**config.mk**
```make
export PLATFORM = sky130hd
export DESIGN_NAME = bcmp_regs
export DESIGN_NICKNAME = d
export VERILOG_FILES = /design/src/sv/bcmp_pkg.sv /design/src/sv/bcmp_regs.sv
export SDC_FILE = /design/constraint.sdc
export NUM_CORES = 1
export LEC_CHECK = 0
export ABC_CLOCK_PERIOD_IN_PS = 1650
export BUFFER_PORTS_ARGS = -buffer_cell sky130_fd_sc_hd__buf_2
export CAP_MARGIN = 20
export CORE_UTILIZATION = 49
export DETAILED_ROUTE_END_ITERATION = 12
export GPL_ROUTABILITY_DRIVEN = 1
export GPL_TIMING_DRIVEN = 1
export PLACE_DENSITY = 0.87
export RECOVER_POWER = 50
export SYNTH_ARGS = -nofsm -noshare
export SYNTH_HDL_FRONTEND = slang
export SYNTH_SLANG_ARGS = --single-unit
```
**constraint.sdc**
```tcl
create_clock -name clk -period 1.65 [get_ports clk]
set_input_delay 0.2475 -clock clk [delete_from_list [all_inputs] [get_ports clk]]
set_output_delay 0.2475 -clock clk [all_outputs]
set_load 0.01 [all_outputs]
```
**src/sv/bcmp_pkg.sv**
```systemverilog
`default_nettype none
package bcmp_pkg;

    localparam int RAW_W  = 24;
    localparam int OUT_W  = 24;
    localparam int ADDR_W = 5;
    localparam int DATA_W = 64;

    // widths of the polynomial terms, all signed
    localparam int N_W  = 61;    // t_lin * 2^48
    localparam int A3_W = 34;
    localparam int A2_W = 87;
    localparam int A1_W = 148;
    localparam int A0_W = 205;
    localparam int B2_W = 96;
    localparam int B1_W = 158;
    localparam int S_W  = 220;   // pressure numerator over 2^181

    localparam int PQ_LSB = 175;
    localparam int PQ_TOP = PQ_LSB + OUT_W;

    localparam logic signed [16:0] P_OFFSET = 17'sd16384;

    typedef enum logic [1:0] {
        REG_TEMP    = 2'd0,
        REG_PRESS_A = 2'd1,
        REG_PRESS_B = 2'd2,
        REG_PRESS_C = 2'd3
    } reg_idx_t;

    typedef struct packed {
        logic        [15:0] t1;
        logic        [15:0] t2;
        logic signed [7:0]  t3;
        logic signed [16:0] p1;
        logic signed [16:0] p2;
        logic signed [7:0]  p3;
        logic signed [7:0]  p4;
        logic        [15:0] p5;
        logic        [15:0] p6;
        logic signed [7:0]  p7;
        logic signed [7:0]  p8;
        logic signed [15:0] p9;
        logic signed [7:0]  p10;
        logic signed [7:0]  p11;
    } calib_t;

    typedef struct packed {
        logic signed [N_W-1:0]  n;
        logic signed [A1_W-1:0] a1;
        logic signed [A0_W-1:0] a0;
        logic signed [OUT_W-1:0] tq;
    } side1_t;

    typedef struct packed {
        logic signed [N_W-1:0]  n;
        logic signed [A0_W-1:0] a0;
        logic signed [OUT_W-1:0] tq;
    } side2_t;

endpackage
`default_nettype wire

```
**src/sv/bcmp_regs.sv**
```systemverilog
`default_nettype none
module bcmp_regs (
    input  logic                         clk,
    input  logic                         rst_n,
    input  logic                         psel,
    input  logic                         penable,
    input  logic                         pwrite,
    input  logic [bcmp_pkg::ADDR_W-1:0]  paddr,
    input  logic [bcmp_pkg::DATA_W-1:0]  pwdata,
    output logic [bcmp_pkg::DATA_W-1:0]  prdata,
    output bcmp_pkg::calib_t             calib
);
    import bcmp_pkg::*;

    logic [39:0] temp_calib_reg,    temp_calib_next;
    logic [47:0] press_calib_a_reg, press_calib_a_next;
    logic [63:0] press_calib_b_reg, press_calib_b_next;
    logic [15:0] press_calib_c_reg, press_calib_c_next;
    reg_idx_t    idx;
    logic        wr;

    assign idx = reg_idx_t'(paddr[ADDR_W-1:3]);
    assign wr  = psel & penable & pwrite;

    always_comb
    begin
        temp_calib_next    = temp_calib_reg;
        press_calib_a_next = press_calib_a_reg;
        press_calib_b_next = press_calib_b_reg;
        press_calib_c_next = press_calib_c_reg;
        if (wr)
        begin
            unique case (idx)
                REG_TEMP:    temp_calib_next    = pwdata[39:0];
                REG_PRESS_A: press_calib_a_next = pwdata[47:0];
                REG_PRESS_B: press_calib_b_next = pwdata;
                REG_PRESS_C: press_calib_c_next = pwdata[15:0];
            endcase
        end
    end

    always_ff @(posedge clk or negedge rst_n)
    begin
        if (!rst_n)
        begin
            temp_calib_reg    <= '0;
            press_calib_a_reg <= '0;
            press_calib_b_reg <= '0;
            press_calib_c_reg <= '0;
        end
        else
        begin
            temp_calib_reg    <= temp_calib_next;
            press_calib_a_reg <= press_calib_a_next;
            press_calib_b_reg <= press_calib_b_next;
            press_calib_c_reg <= press_calib_c_next;
        end
    end

    always_comb
    begin
        unique case (idx)
            REG_TEMP:    prdata = DATA_W'(temp_calib_reg);
            REG_PRESS_A: prdata = DATA_W'(press_calib_a_reg);
            REG_PRESS_B: prdata = press_calib_b_reg;
            REG_PRESS_C: prdata = DATA_W'(press_calib_c_reg);
        endcase
    end

    always_comb
    begin
        calib.t1  = temp_calib_reg[15:0];
        calib.t2  = temp_calib_reg[31:16];
        calib.t3  = $signed(temp_calib_reg[39:32]);
        calib.p1  = $signed({1'b0, press_calib_a_reg[15:0]}) - P_OFFSET;
        calib.p2  = $signed({1'b0, press_calib_a_reg[31:16]}) - P_OFFSET;
        calib.p3  = $signed(press_calib_a_reg[39:32]);
        calib.p4  = $signed(press_calib_a_reg[47:40]);
        calib.p5  = press_calib_b_reg[15:0];
        calib.p6  = press_calib_b_reg[31:16];
        calib.p7  = $signed(press_calib_b_reg[39:32]);
        calib.p8  = $signed(press_calib_b_reg[47:40]);
        calib.p9  = $signed(press_calib_b_reg[63:48]);
        calib.p10 = $signed(press_calib_c_reg[7:0]);
        calib.p11 = $signed(press_calib_c_reg[15:8]);
    end

endmodule
`default_nettype wire

```
---- After elaboration in Yosys (flattened, before gate mapping) ----
Cells that the tools add are included.
word-level totals
  register bits after elaboration ......... 168
  latch bits .............................. 0
  RAM bits ................................ 0
  bits in read-only memories .............. 0
  logic and storage cells ................. 17
  memories ................................ 0
cells by class
  add/subtract/negate cells ............... 2
  $mul .................................... 0
  divide/modulo/power cells ............... 0
  $lt $le $gt $ge ......................... 0
  equality and inequality tests ........... 3
  shift operators ......................... 0
  mux-type cells .......................... 1
  bitwise gates (word level) .............. 2
  reductions and logical operators ........ 5
operators with widths
  cell                    count
  $pmux 64 s4             1
  $sub 16x15->17 const B  2
  $reduce_and 2->1        4
  $eq 2x2->1 const B      2
  $and 1x1->1             2
  $eq 2x1->1 const B      1
  $logic_not 2->1         1

---- Depth between registers and ports, before layout ----
Gate-level depths: netlist of run 1.
  depth after elaboration ................. 3
  mapped depth ............................ 6

---- Worst setup path before layout of run 1 ----
OpenSTA, ideal clock, no wires.
  kind .................................... input-to-output
  start point ............................. input paddr[4] (netlist name)
  end point ............................... output prdata[18] (netlist name)
  arrival time ............................ 1.282 ns
  data required time ...................... 1.402 ns
  slack ................................... 0.121 ns
  stages on the path ...................... 6
  buffers on the path ..................... 3
  path through ............................ buf_2 nor2b_1 buf_2 clkbuf_1 nand2_1 o21ai_0
between the ends
  longest elaborated chain between the ends .. 2
ends and longest elaborated chain
  what                                      line             RTL
  start, declared                           bcmp_regs.sv:8   input logic [bcmp_pkg::ADDR_W-1:0] paddr,
  $eq 2x2->1, or another cell as far along  bcmp_regs.sv:62  unique case (idx)
  $pmux 64 s4 (*)                           bcmp_regs.sv:62
  end, declared                             bcmp_regs.sv:10  output logic [bcmp_pkg::DATA_W-1:0] prdata,
Mark *: on every way between the ends. The rest lies on a longest branch, timed or not.

---- Final worst setup path of run 1 ----
  start point ............................. register press_calib_b_reg[15]
  end point ............................... output prdata[15] (netlist name)
between the ends
  longest elaborated chain between the ends .. 1
ends and longest elaborated chain
  what                    line             RTL
  start, declared         bcmp_regs.sv:17  logic [63:0] press_calib_b_reg, press_calib_b_next;
  start signal, assigned  bcmp_regs.sv:55  press_calib_b_reg <= press_calib_b_next;
  $pmux 64 s4             bcmp_regs.sv:62
Every way passes these cells.

==> metrics.md, run 1 <==
| Metric | Value |
|---|---|
| VDD IR max | 917 uV |
| Post-Place Cell Area | 9460 sq um |
| Combinational Power Share | 30.9% |
| Rows | 45 |
| Post-route ant nets | 0 |
| RSZ-0062 raised after global routing | yes |
| H-tree depth | 4 |
| Worst Slack Setup Final | -42.5 ps |
| Post-Synth Simple-Gate Area | under 10% |
| Drt first-iter violations | about 260 |
| Worst EP required | 1400 ps |
| Congestion Overflow GR | 0 |
| Fraction of layout cells with a size suffix above 1 | 62.2% |
| #FFs+latches synth | 168 |
| Routability Congestion | roughly 0.76 |
| CTS max path bufs | 2 |
| Adder-Cell Fraction of Synth Area | 0.322% |
| Multi-input combinational cell area | around 3000 sq um |
| Max Clock Skew | 0 ps |
| Commonest cells after routing, fill and taps aside | buf_2, dfrtp_1, mux2_2, buf_4, clkbuf_1 |
| Switching portion of total power | 31.0% |
| Sw power | between 0.004 and 0.005 W |
| R2r setup slk | approximately 620 ps |
| CP Capture Point | prdata[15] |
| Num CTS Buffers | 17 |
| Fmax | 0.591 GHz |
| Pwr Density | between 1000 and 1500 nW/um^2 |
| Status | finished with violations |
| Largest net degree at the start of global routing | 47 |
| Leak | 5.21 nW |
| Core area | 15300 sq um |
| Vias in the first global route | 5825 |
| Max FFs per register | 64 |
| Syn nets | 617 |
| Final setup viols | 15 |
| Nets | 957 |
| First-pass GRT wire length | 31200 um |
| # DRC | 0 |
| Largest family of logic cells by synthesized area | multiplexers |
| CP Max Fanout | 2 |
| Drt first pass iters | 4 |
| # IOs | ~310 |
| Clock power share | about 29% |
| Vias per cell | 5.24 |
| Syn. warnings | 0 |
| Design area | between 10000 and 15000 sq um |
| Setup TNS | -266 ps |
| Synth top area cells | dfrtp_1, mux2_2, mux4_2, buf_4, mux2_4 |
| DP Cell Count | 1010 |
| Initial antenna violation count | 2 |
| Nature of the critical path startpoint | flop |
| Total GRT Usage | 25.3% |
| Pre-CTS WS | -138 ps |
| Worst Path Arrival | 1440 ps |
| Final Critical Period | 1690 ps |
| Yosys cell types | 22 |
| Count of pins over their slew limit | 0 |
| Total of max-cap violations | 0 |
| Finished Core Util | 68.1% |
| Clk slew on worst S/H paths | 70 ps |
| Die Ht | 128 um |
| Leading cell type in the layout, fill and taps excluded | buf_2 |
| Launch point of the worst reg-to-reg path | press_calib_b_reg[15] |
| Mux contribution to synthesized area | 33.1% |
| CP endpoint kind | output port |
| Tcrit/Tclk final | 103% |
| Die width | 128 um |
| Clk Latency, worst-skew pair | 410 ps |
| Die area | 16300 sq um |
| Syn Area/Cell | 14.3 sq um |
| Hold Vio Cnt, Final | 0 |
| Final wirelength | about 20000 um |
| Critical Path Source | press_calib_b_reg[15] |
| Storage cell area | 4200 sq um |
| Worst R2R End | press_calib_b_reg[15] |
| Starting Density | 50.7% |
| Register area share after synthesis | roughly 54% |
| Hpwl dp | 14100 um |
| WL/cell | 18.5 um |
| Synth-to-Final Area Change | 34.4% |
| Failing checks | negative setup slack |
| Seq pwr share | 40.4% |
| Mapped cell area | between 7000 and 8000 sq um |
| Synth top area share | 54.2% |
| R2R depth | 3 |
| Compound-Gate Fraction of Synth Area | 2.45% |
| Area leader, netlist | dfrtp_1 |
| Max_slew headroom | about 28% |
| Worst slew pin tran | 1080 ps |
| Vias | between 5000 and 6000 |
| Clock root buffer | clkbuf_16 |
| Cells after synthesis | ~540 |
| Post-Layout Cell Count | 1107 |
| CTS sink cnt | 168 |
| PortBufs | 304 |
| Post-synthesis xor/xnor area fraction | 0% |
| CTS tree | yes |
| Min-delay worst type | in -> reg |
| Worst setup path class | reg -> out |
| # fillers | 1104 |
| Internal Power | 0.00991 W |
## metrics by stage
stage	hold slack, ps	power, W
floorplan	-48.1	0.00817
global placement	219	0.00959
detailed placement	221	0.00977
CTS	45.0	0.0144
global route	34.8	0.0151
finish	50.2	0.0144
## kinds of logic (layout without fill, tap and decap cells)
group,Yosys count,count (layout)
flops,168,168
compound gates,32,32
simple gates,48,48
mux,208,208
other cells,0,2
buf+inv,83,436
fa+ha+maj,2,2
## worst min-delay path by stage
stage	startpoint	endpoint	slack, ps	cells after the start
after floorplan	rst_n	press_calib_a_reg[0]	-50	0
after global placement	rst_n	press_calib_c_reg[12]	220	1
after detailed placement	rst_n	press_calib_c_reg[12]	220	1
after CTS	pwdata[62]	press_calib_b_reg[62]	50	2
after global routing	pwdata[46]	press_calib_a_reg[46]	30	2
final	pwdata[45]	press_calib_a_reg[45]	50	2
## per-layer routing
metal | global-route usage, % | up-vias | part of all wire [%]
li1 | - | 2560 | -
met1 | 29.4 | 2967 | 38
met2 | 44.9 | 247 | 53
met3 | 6.68 | 27 | 7.2
met4 | 9.20 | 0 | 2.0
met5 | 0 | - | 0
## cells in the mapped netlist
master      n
and2_1     16
nor2b_1     2
clkbuf_1    6
mux2_2    148
o21ai_0    24
mux2i_1    24
buf_6       3
mux2_4     20
buf_4      47
nand3_1     1
nor2_1      1
or3b_4      1
nand2_1    25
inv_1       6
dfrtp_1   168
mux4_2     16
nor3_1      1
buf_2      20
a22o_1      8
nor3b_1     1
ha_1        2
buf_1       1
## worst max-delay path: stages (launching register included)
cell,delay [ps]
dfrtp_1,400
mux4_2,490
buf_6,140
## power groups by stage
stage               logic [W]  clock network, W  registers, W
floorplan             0.00210                 0       0.00606
global placement      0.00375                 0       0.00584
detailed placement    0.00386                 0       0.00590
CTS                   0.00442           0.00421       0.00577
global route          0.00478           0.00441       0.00591
finish                0.00444           0.00412       0.00580
## cell type report
type / count / area share [%]
flip-flops and latches: 168 / 40.3
multi-input cells: 290 / 28.8
clock buffers: 18 / 4.12
repair buffers: 398 / 22.2
inverters: 6 / 0.216
well taps: 211 / 2.53
diodes: 2 / 0.0480
clock inverters: 14 / 1.76
## timing repair
action	in CTS	in global routing
hold endpoints to repair	41	0
setup endpoints to repair	24	20
gates resized for setup	11	8
hold buffers	1	0
buffers inserted	48	14
No activity file was read; power rests on OpenSTA's default activity.
==> inputs of run 2 (changes only) <==
==> constraint.sdc (replaced) <==
create_clock -name clk -period 1.65 [get_ports clk]
set_input_delay 0.0825 -clock clk [delete_from_list [all_inputs] [get_ports clk]]
set_output_delay 0.0825 -clock clk [all_outputs]
set_load 0.01 [all_outputs]
==> run 2 against run 1 <==
Critical path type unchanged. First-iteration DRC count is 3.1% lower. Count of clock-buffer cells in the layout is 1 lower. The flow now finishes without violations. Hold slack better by 120 ps. Final cell count is 0.36% lower. Global-route usage is 0.66 points higher.
==> metrics.md, run 2 (synthesized netlist as in run 1, its figures left out) <==
| Metric | Value |
|---|---|
| Num CTS Buffers | 17 |
| Final Critical Period | 1560 ps |
| CTS max path bufs | 2 |
| Crit. path cell count | 2 |
| Hpwl dp | 14000 um |
| Sw power | approximately 0.0044 W |
| Routability Congestion | ~0.8 |
| Max Clock Skew | 0 ps |
| Congestion Overflow GR | 0 |
| CP Max Fanout | 3 |
| Die area | approximately 16000 sq um |
| Slowest stage delay, CP | about 500 ps |
| Finished Core Util | approximately two thirds |
| Delay-heaviest family, CP | multiplexers |
| Synth-to-Final Area Change | 34.5% |
| Sequence of cells on the critical path | mux4_2, buf_2 |
| Tcrit/Tclk final | between 90% and 100% |
| Clock power share | about 30% |
| Post-route ant nets | 0 |
| Fraction of layout cells with a size suffix above 1 | 52.3% |
| Slowest CP cell | mux4_2 |
| Worst EP required | 1570 ps |
| Pre-CTS WS | roughly 76 ps |
| Vias | 5797 |
| H-tree depth | 4 |
| Fmax | 0.641 GHz |
| CP endpoint kind | output port |
| R2R depth | 1 |
| Final wirelength | 20900 um |
| Drt first-iter violations | 249 |
| Max_slew headroom | 54.2% |
| # IOs | 308 |
| Clock root buffer | clkbuf_16 |
| Die width | ~130 um |
| Total of max-cap violations | 0 |
| Pwr Density | 1340 nW/um^2 |
| Rows | 45 |
| VDD IR max | 731 uV |
| Nature of the critical path startpoint | flop |
| WL/cell | 19.0 um |
| Leading cell type in the layout, fill and taps excluded | buf_2 |
| Largest net degree at the start of global routing | 51 |
| Hold Vio Cnt, Final | 0 |
| Worst R2R End | press_calib_a_reg[35] |
| Combinational Power Share | 27.6% |
| Clk Latency, worst-skew pair | 410 ps |
| RSZ-0062 raised after global routing | no |
| Switching portion of total power | 31.3% |
| Drt first pass iters | 4 |
| Leak | 5.08 nW |
| Final setup viols | 0 |
| Nets | 954 |
| Internal Power | a little under 0.01 W |
| Max FFs per register | 64 |
| Postcts setup bufs | 0 |
| CTS tree | yes |
| Commonest cells after routing, fill and taps aside | buf_2, dfrtp_1, mux2_2, clkbuf_1, dlygate4sd3_1 |
| Core area | 15300 sq um |
| Launch point of the worst reg-to-reg path | press_calib_a_reg[35] |
| # DRC | 0 |
| Worst setup path class | reg -> out |
| Total GRT Usage | 26.0% |
| Worst Path Arrival | 1480 ps |
| Vias in the first global route | approximately 6000 |
| Vias per cell | 5.26 |
| Setup TNS | 0 ps |
| Status | complete, no violations |
| Initial antenna violation count | 0 |
| First-pass GRT wire length | 32000 um |
| Worst slew pin tran | around 690 ps |
| Worst Slack Setup Final | 91.1 ps |
| PortBufs | 304 |
| R2r setup slk | slightly above 800 ps |
| Count of pins over their slew limit | 0 |
| Starting Density | 50.7% |
| Die Ht | 128 um |
| Min-delay worst type | in -> async |
| Buf+Inv Stages, Crit Path | 1 |
| Clk slew on worst S/H paths | 70 ps |
| CTS sink cnt | 168 |
| Seq pwr share | 41.9% |
run 2: changes by cell type in the layout (fill, tap and decap cells not counted), moves of 12 or more:
cell,delta
buf_4,-65
mux2_1,-13
buf_2,-18
mux2_4,+12
dlygate4sd3_1,+64
buf_6,-12
clkbuf_1,+31
run 2: through the flow:
stage	hold WS, ps	instances	instance area (sq um)	total power (W)
floorplan	-213	541	7760	0.00817
global placement	58.4	1005	9360	0.00957
detailed placement	52.3	1005	9360	0.00976
CTS	171	1102	10600	0.0142
global route	196	1102	10400	0.0147
finish	173	1103	10400	0.0140
run 2: power groups by stage:
stage	Clock (W)	Sequential, W	Combinational [W]
6_report	0.00429	0.00588	0.00387
5_1_grt	0.00454	0.00600	0.00415
4_1_cts	0.00435	0.00584	0.00399
3_5_place_dp	0	0.00591	0.00385
3_3_place_gp	0	0.00584	0.00373
2_1_floorplan	0	0.00606	0.00210
run 2: area by class of cell:
cell class                 instances  area (sq um)
tap                              211           264
sequential                       168          4200
clock inverter                    15           214
clock buffer                      17           425
timing repair buffer             395          2280
multi-input combinational        290          3030
fill                            1139          4870
antenna                            1          2.50
inverter                           6          22.5
run 2: how the worst max path moves through the flow:
stage / start / end
after floorplan: paddr[4] / press_calib_c_reg[10]
after CTS: press_calib_c_reg[14] / prdata[14]
after detailed placement: pwrite / press_calib_a_reg[31]
after global placement: pwrite / press_calib_a_reg[31]
final: press_calib_c_reg[14] / prdata[14]
after global routing: press_calib_c_reg[4] / prdata[4]
run 2: per-layer routing:
metal / GRT usage (%) / wire length [um] / vias to the layer above
met5: 0 / 0 / -
met4: 8.58 / 439 / 0
met3: 6.34 / 1110 / 37
met2: 47.3 / 11200 / 219
met1: 29.8 / 8220 / 2973
li1: - / - / 2568
run 2: timing repair:
action | CTS | global route
hold endpoints to repair | 264 | 0
hold buffers | 65 | 0
gates resized for setup | 0 | 0
==> inputs of run 3 (changes only) <==
--- a/config.mk
+++ b/config.mk
@@ -9,10 +9,11 @@
 export BUFFER_PORTS_ARGS = -buffer_cell sky130_fd_sc_hd__buf_2
 export CAP_MARGIN = 20
 export CORE_UTILIZATION = 49
+export CTS_CLUSTER_DIAMETER = 200
 export DETAILED_ROUTE_END_ITERATION = 12
 export GPL_ROUTABILITY_DRIVEN = 1
 export GPL_TIMING_DRIVEN = 1
-export PLACE_DENSITY = 0.87
+export PLACE_DENSITY = 0.81
 export RECOVER_POWER = 50
 export SYNTH_ARGS = -nofsm -noshare
 export SYNTH_HDL_FRONTEND = slang
==> run 3 against run 2 <==
Critical path depth did not move. Largest power group unchanged. Largest cell class unchanged. Non-clock buffer count fell by 1. Register-to-register slack barely moved. Hold slack improved by 180 ps. Via count fell by 1.5%. Global-route usage fell by 1.0 points. Count of clock-buffer cells in the layout did not move. Power fell by 3.9%. Critical path type unchanged.
==> metrics.md, run 3 (synthesized netlist as in run 1, its figures left out) <==
| Metric | Value |
|---|---|
| Switching portion of total power | about a third |
| Total of max-cap violations | 0 |
| Count of pins over their slew limit | 0 |
| Storage cell area | 4200 sq um |
| Max_slew headroom | about 22% |
| ANT cells | 0 |
| Num CTS Buffers | 17 |
| Clock power share | 28.2% |
| Die Ht | roughly 130 um |
| Die area | around 16000 sq um |
| CP Max Fanout | 3 |
| Die width | approximately 130 um |
| Hpwl dp | between 10000 and 15000 um |
| Drt first-iter violations | just under 200 |
| Max FFs per register | 64 |
| Final setup viols | 0 |
| WL/cell | about 18 um |
| Fraction of layout cells with a size suffix above 1 | 56.5% |
| Drt first pass iters | 5 |
| Multi-input combinational cell area | 2970 sq um |
| Sw power | 0.00442 W |
| Commonest cells after routing, fill and taps aside | buf_2, dfrtp_1, mux2_2, dlygate4sd3_1, clkbuf_1 |
| Worst R2R End | press_calib_a_reg[31] |
| Min-delay worst type | in -> reg |
| Worst setup path class | reg -> out |
| # fillers | 1118 |
| Vias in the first global route | 5799 |
| Routability Congestion | 0.763 |
| Launch point of the worst reg-to-reg path | press_calib_a_reg[31] |
| Starting Density | 50.7% |
| RSZ-0062 raised after global routing | no |
| Congestion Overflow GR | 0 |
| Combinational Power Share | 28.3% |
| Post-route ant nets | 0 |
| Pwr Density | 1300 nW/um^2 |
| Postcts setup bufs | 0 |
| H-tree depth | 4 |
| Vias | 5709 |
| Clock root buffer | clkbuf_16 |
| Internal Power | slightly above 0.009 W |
| Max Clock Skew | 0 ps |
| Worst Path Arrival | 1450 ps |
| CTS sink cnt | 168 |
| Nets | 953 |
| Hold Vio Cnt, Final | 0 |
| Leak | 5.12 nW |
| Status | complete, no violations |
| VDD IR max | just over 800 uV |
| Worst slew pin tran | 1170 ps |
| Worst Slack Setup Final | 113 ps |
| Worst EP required | 1570 ps |
| Hold Path Cell Cnt | 3 |
| Seq pwr share | 43.5% |
| Initial antenna violation count | 1 |
| Nature of the critical path startpoint | flop |
| # DRC | 0 |
| Final Critical Period | 1540 ps |
| Fmax | 0.651 GHz |
| Tcrit/Tclk final | approximately 93% |
| # IOs | between 300 and 400 |
| R2r setup slk | 820 ps |
| Final wirelength | 20100 um |
| Total GRT Usage | 24.9% |
| First-pass GRT wire length | 31100 um |
| CTS tree | yes |
| Setup TNS | 0 ps |
| Clk slew on worst S/H paths | 70 ps |
| Hold Path End | press_calib_a_reg[3] |
| Synth-to-Final Area Change | 33.6% |
| CTS max path bufs | 2 |
| Rows | 45 |
| Largest net degree at the start of global routing | 49 |
| Vias per cell | a little over 5 |
| Clk Latency, worst-skew pair | 420 ps |
| PortBufs | 304 |
| CP endpoint kind | output port |
| R2R depth | 1 |
| Core area | 15300 sq um |
| Leading cell type in the layout, fill and taps excluded | buf_2 |
| Hold path start | paddr[4] |
| Pre-CTS WS | 118 ps |
-- run 3: power groups by stage --
| stage | Combinational [W] | Clock (W) | Sequential (W) |
|---|---|---|---|
| 2_1_floorplan | 0.00210 | 0 | 0.00606 |
| 3_3_place_gp | 0.00371 | 0 | 0.00586 |
| 3_5_place_dp | 0.00381 | 0 | 0.00591 |
| 4_1_cts | 0.00394 | 0.00386 | 0.00585 |
| 5_1_grt | 0.00413 | 0.00403 | 0.00599 |
| 6_report | 0.00382 | 0.00380 | 0.00586 |
-- run 3: layer usage --
metal  wire (um)  vias to the layer above  part of all wire [%]  track usage, %
li1            -                     2544                     -               -
met5           8                        -                 0.040               0
met3        1170                       24                   5.9            6.84
met2       10300                      215                    51            43.9
met4         252                        2                   1.3            7.27
met1        8310                     2924                    41            29.8
-- run 3: worst max-delay path, stage by stage (launching register included) --
cell	delay (ps)
dfrtp_1	400
mux4_2	480
buf_2	160
-- run 3: worst max path at each step --
stage	from	to
final	press_calib_c_reg[6]	prdata[6]
after floorplan	paddr[4]	press_calib_c_reg[10]
after global placement	pwrite	press_calib_a_reg[16]
after detailed placement	pwrite	press_calib_a_reg[8]
after global routing	rst_n	press_calib_a_reg[16]
after CTS	press_calib_c_reg[6]	prdata[6]
-- run 3: area by class of cell --
cell class              instances  share of cell area (%)
clock buffers                  17                    4.10
clock inverters                15                    1.34
inverters                       6                   0.217
multi-input cells             290                    28.7
flip-flops and latches        168                    40.5
well taps                     211                    2.55
repair buffers                394                    22.6
-- run 3: timing repair --
action | in CTS | in global routing
resized for setup | 0 | 0
hold buffers | 65 | 0
hold endpoints to repair | 308 | 0
-- run 3: per-stage QoR --
step / utilization [%] / power [W] / hold slack, ps / std cells / cell area (sq um)
2_1_floorplan: - / 0.00817 / -213 / 541 / 7760
3_3_place_gp: 61.0 / 0.00957 / 38.7 / 1004 / 9350
3_5_place_dp: 61.0 / 0.00971 / 40.6 / 1004 / 9350
4_1_cts: 69.0 / 0.0137 / 162 / 1101 / 10600
5_1_grt: 67.7 / 0.0142 / 391 / 1101 / 10400
6_report: 67.7 / 0.0135 / 348 / 1101 / 10400
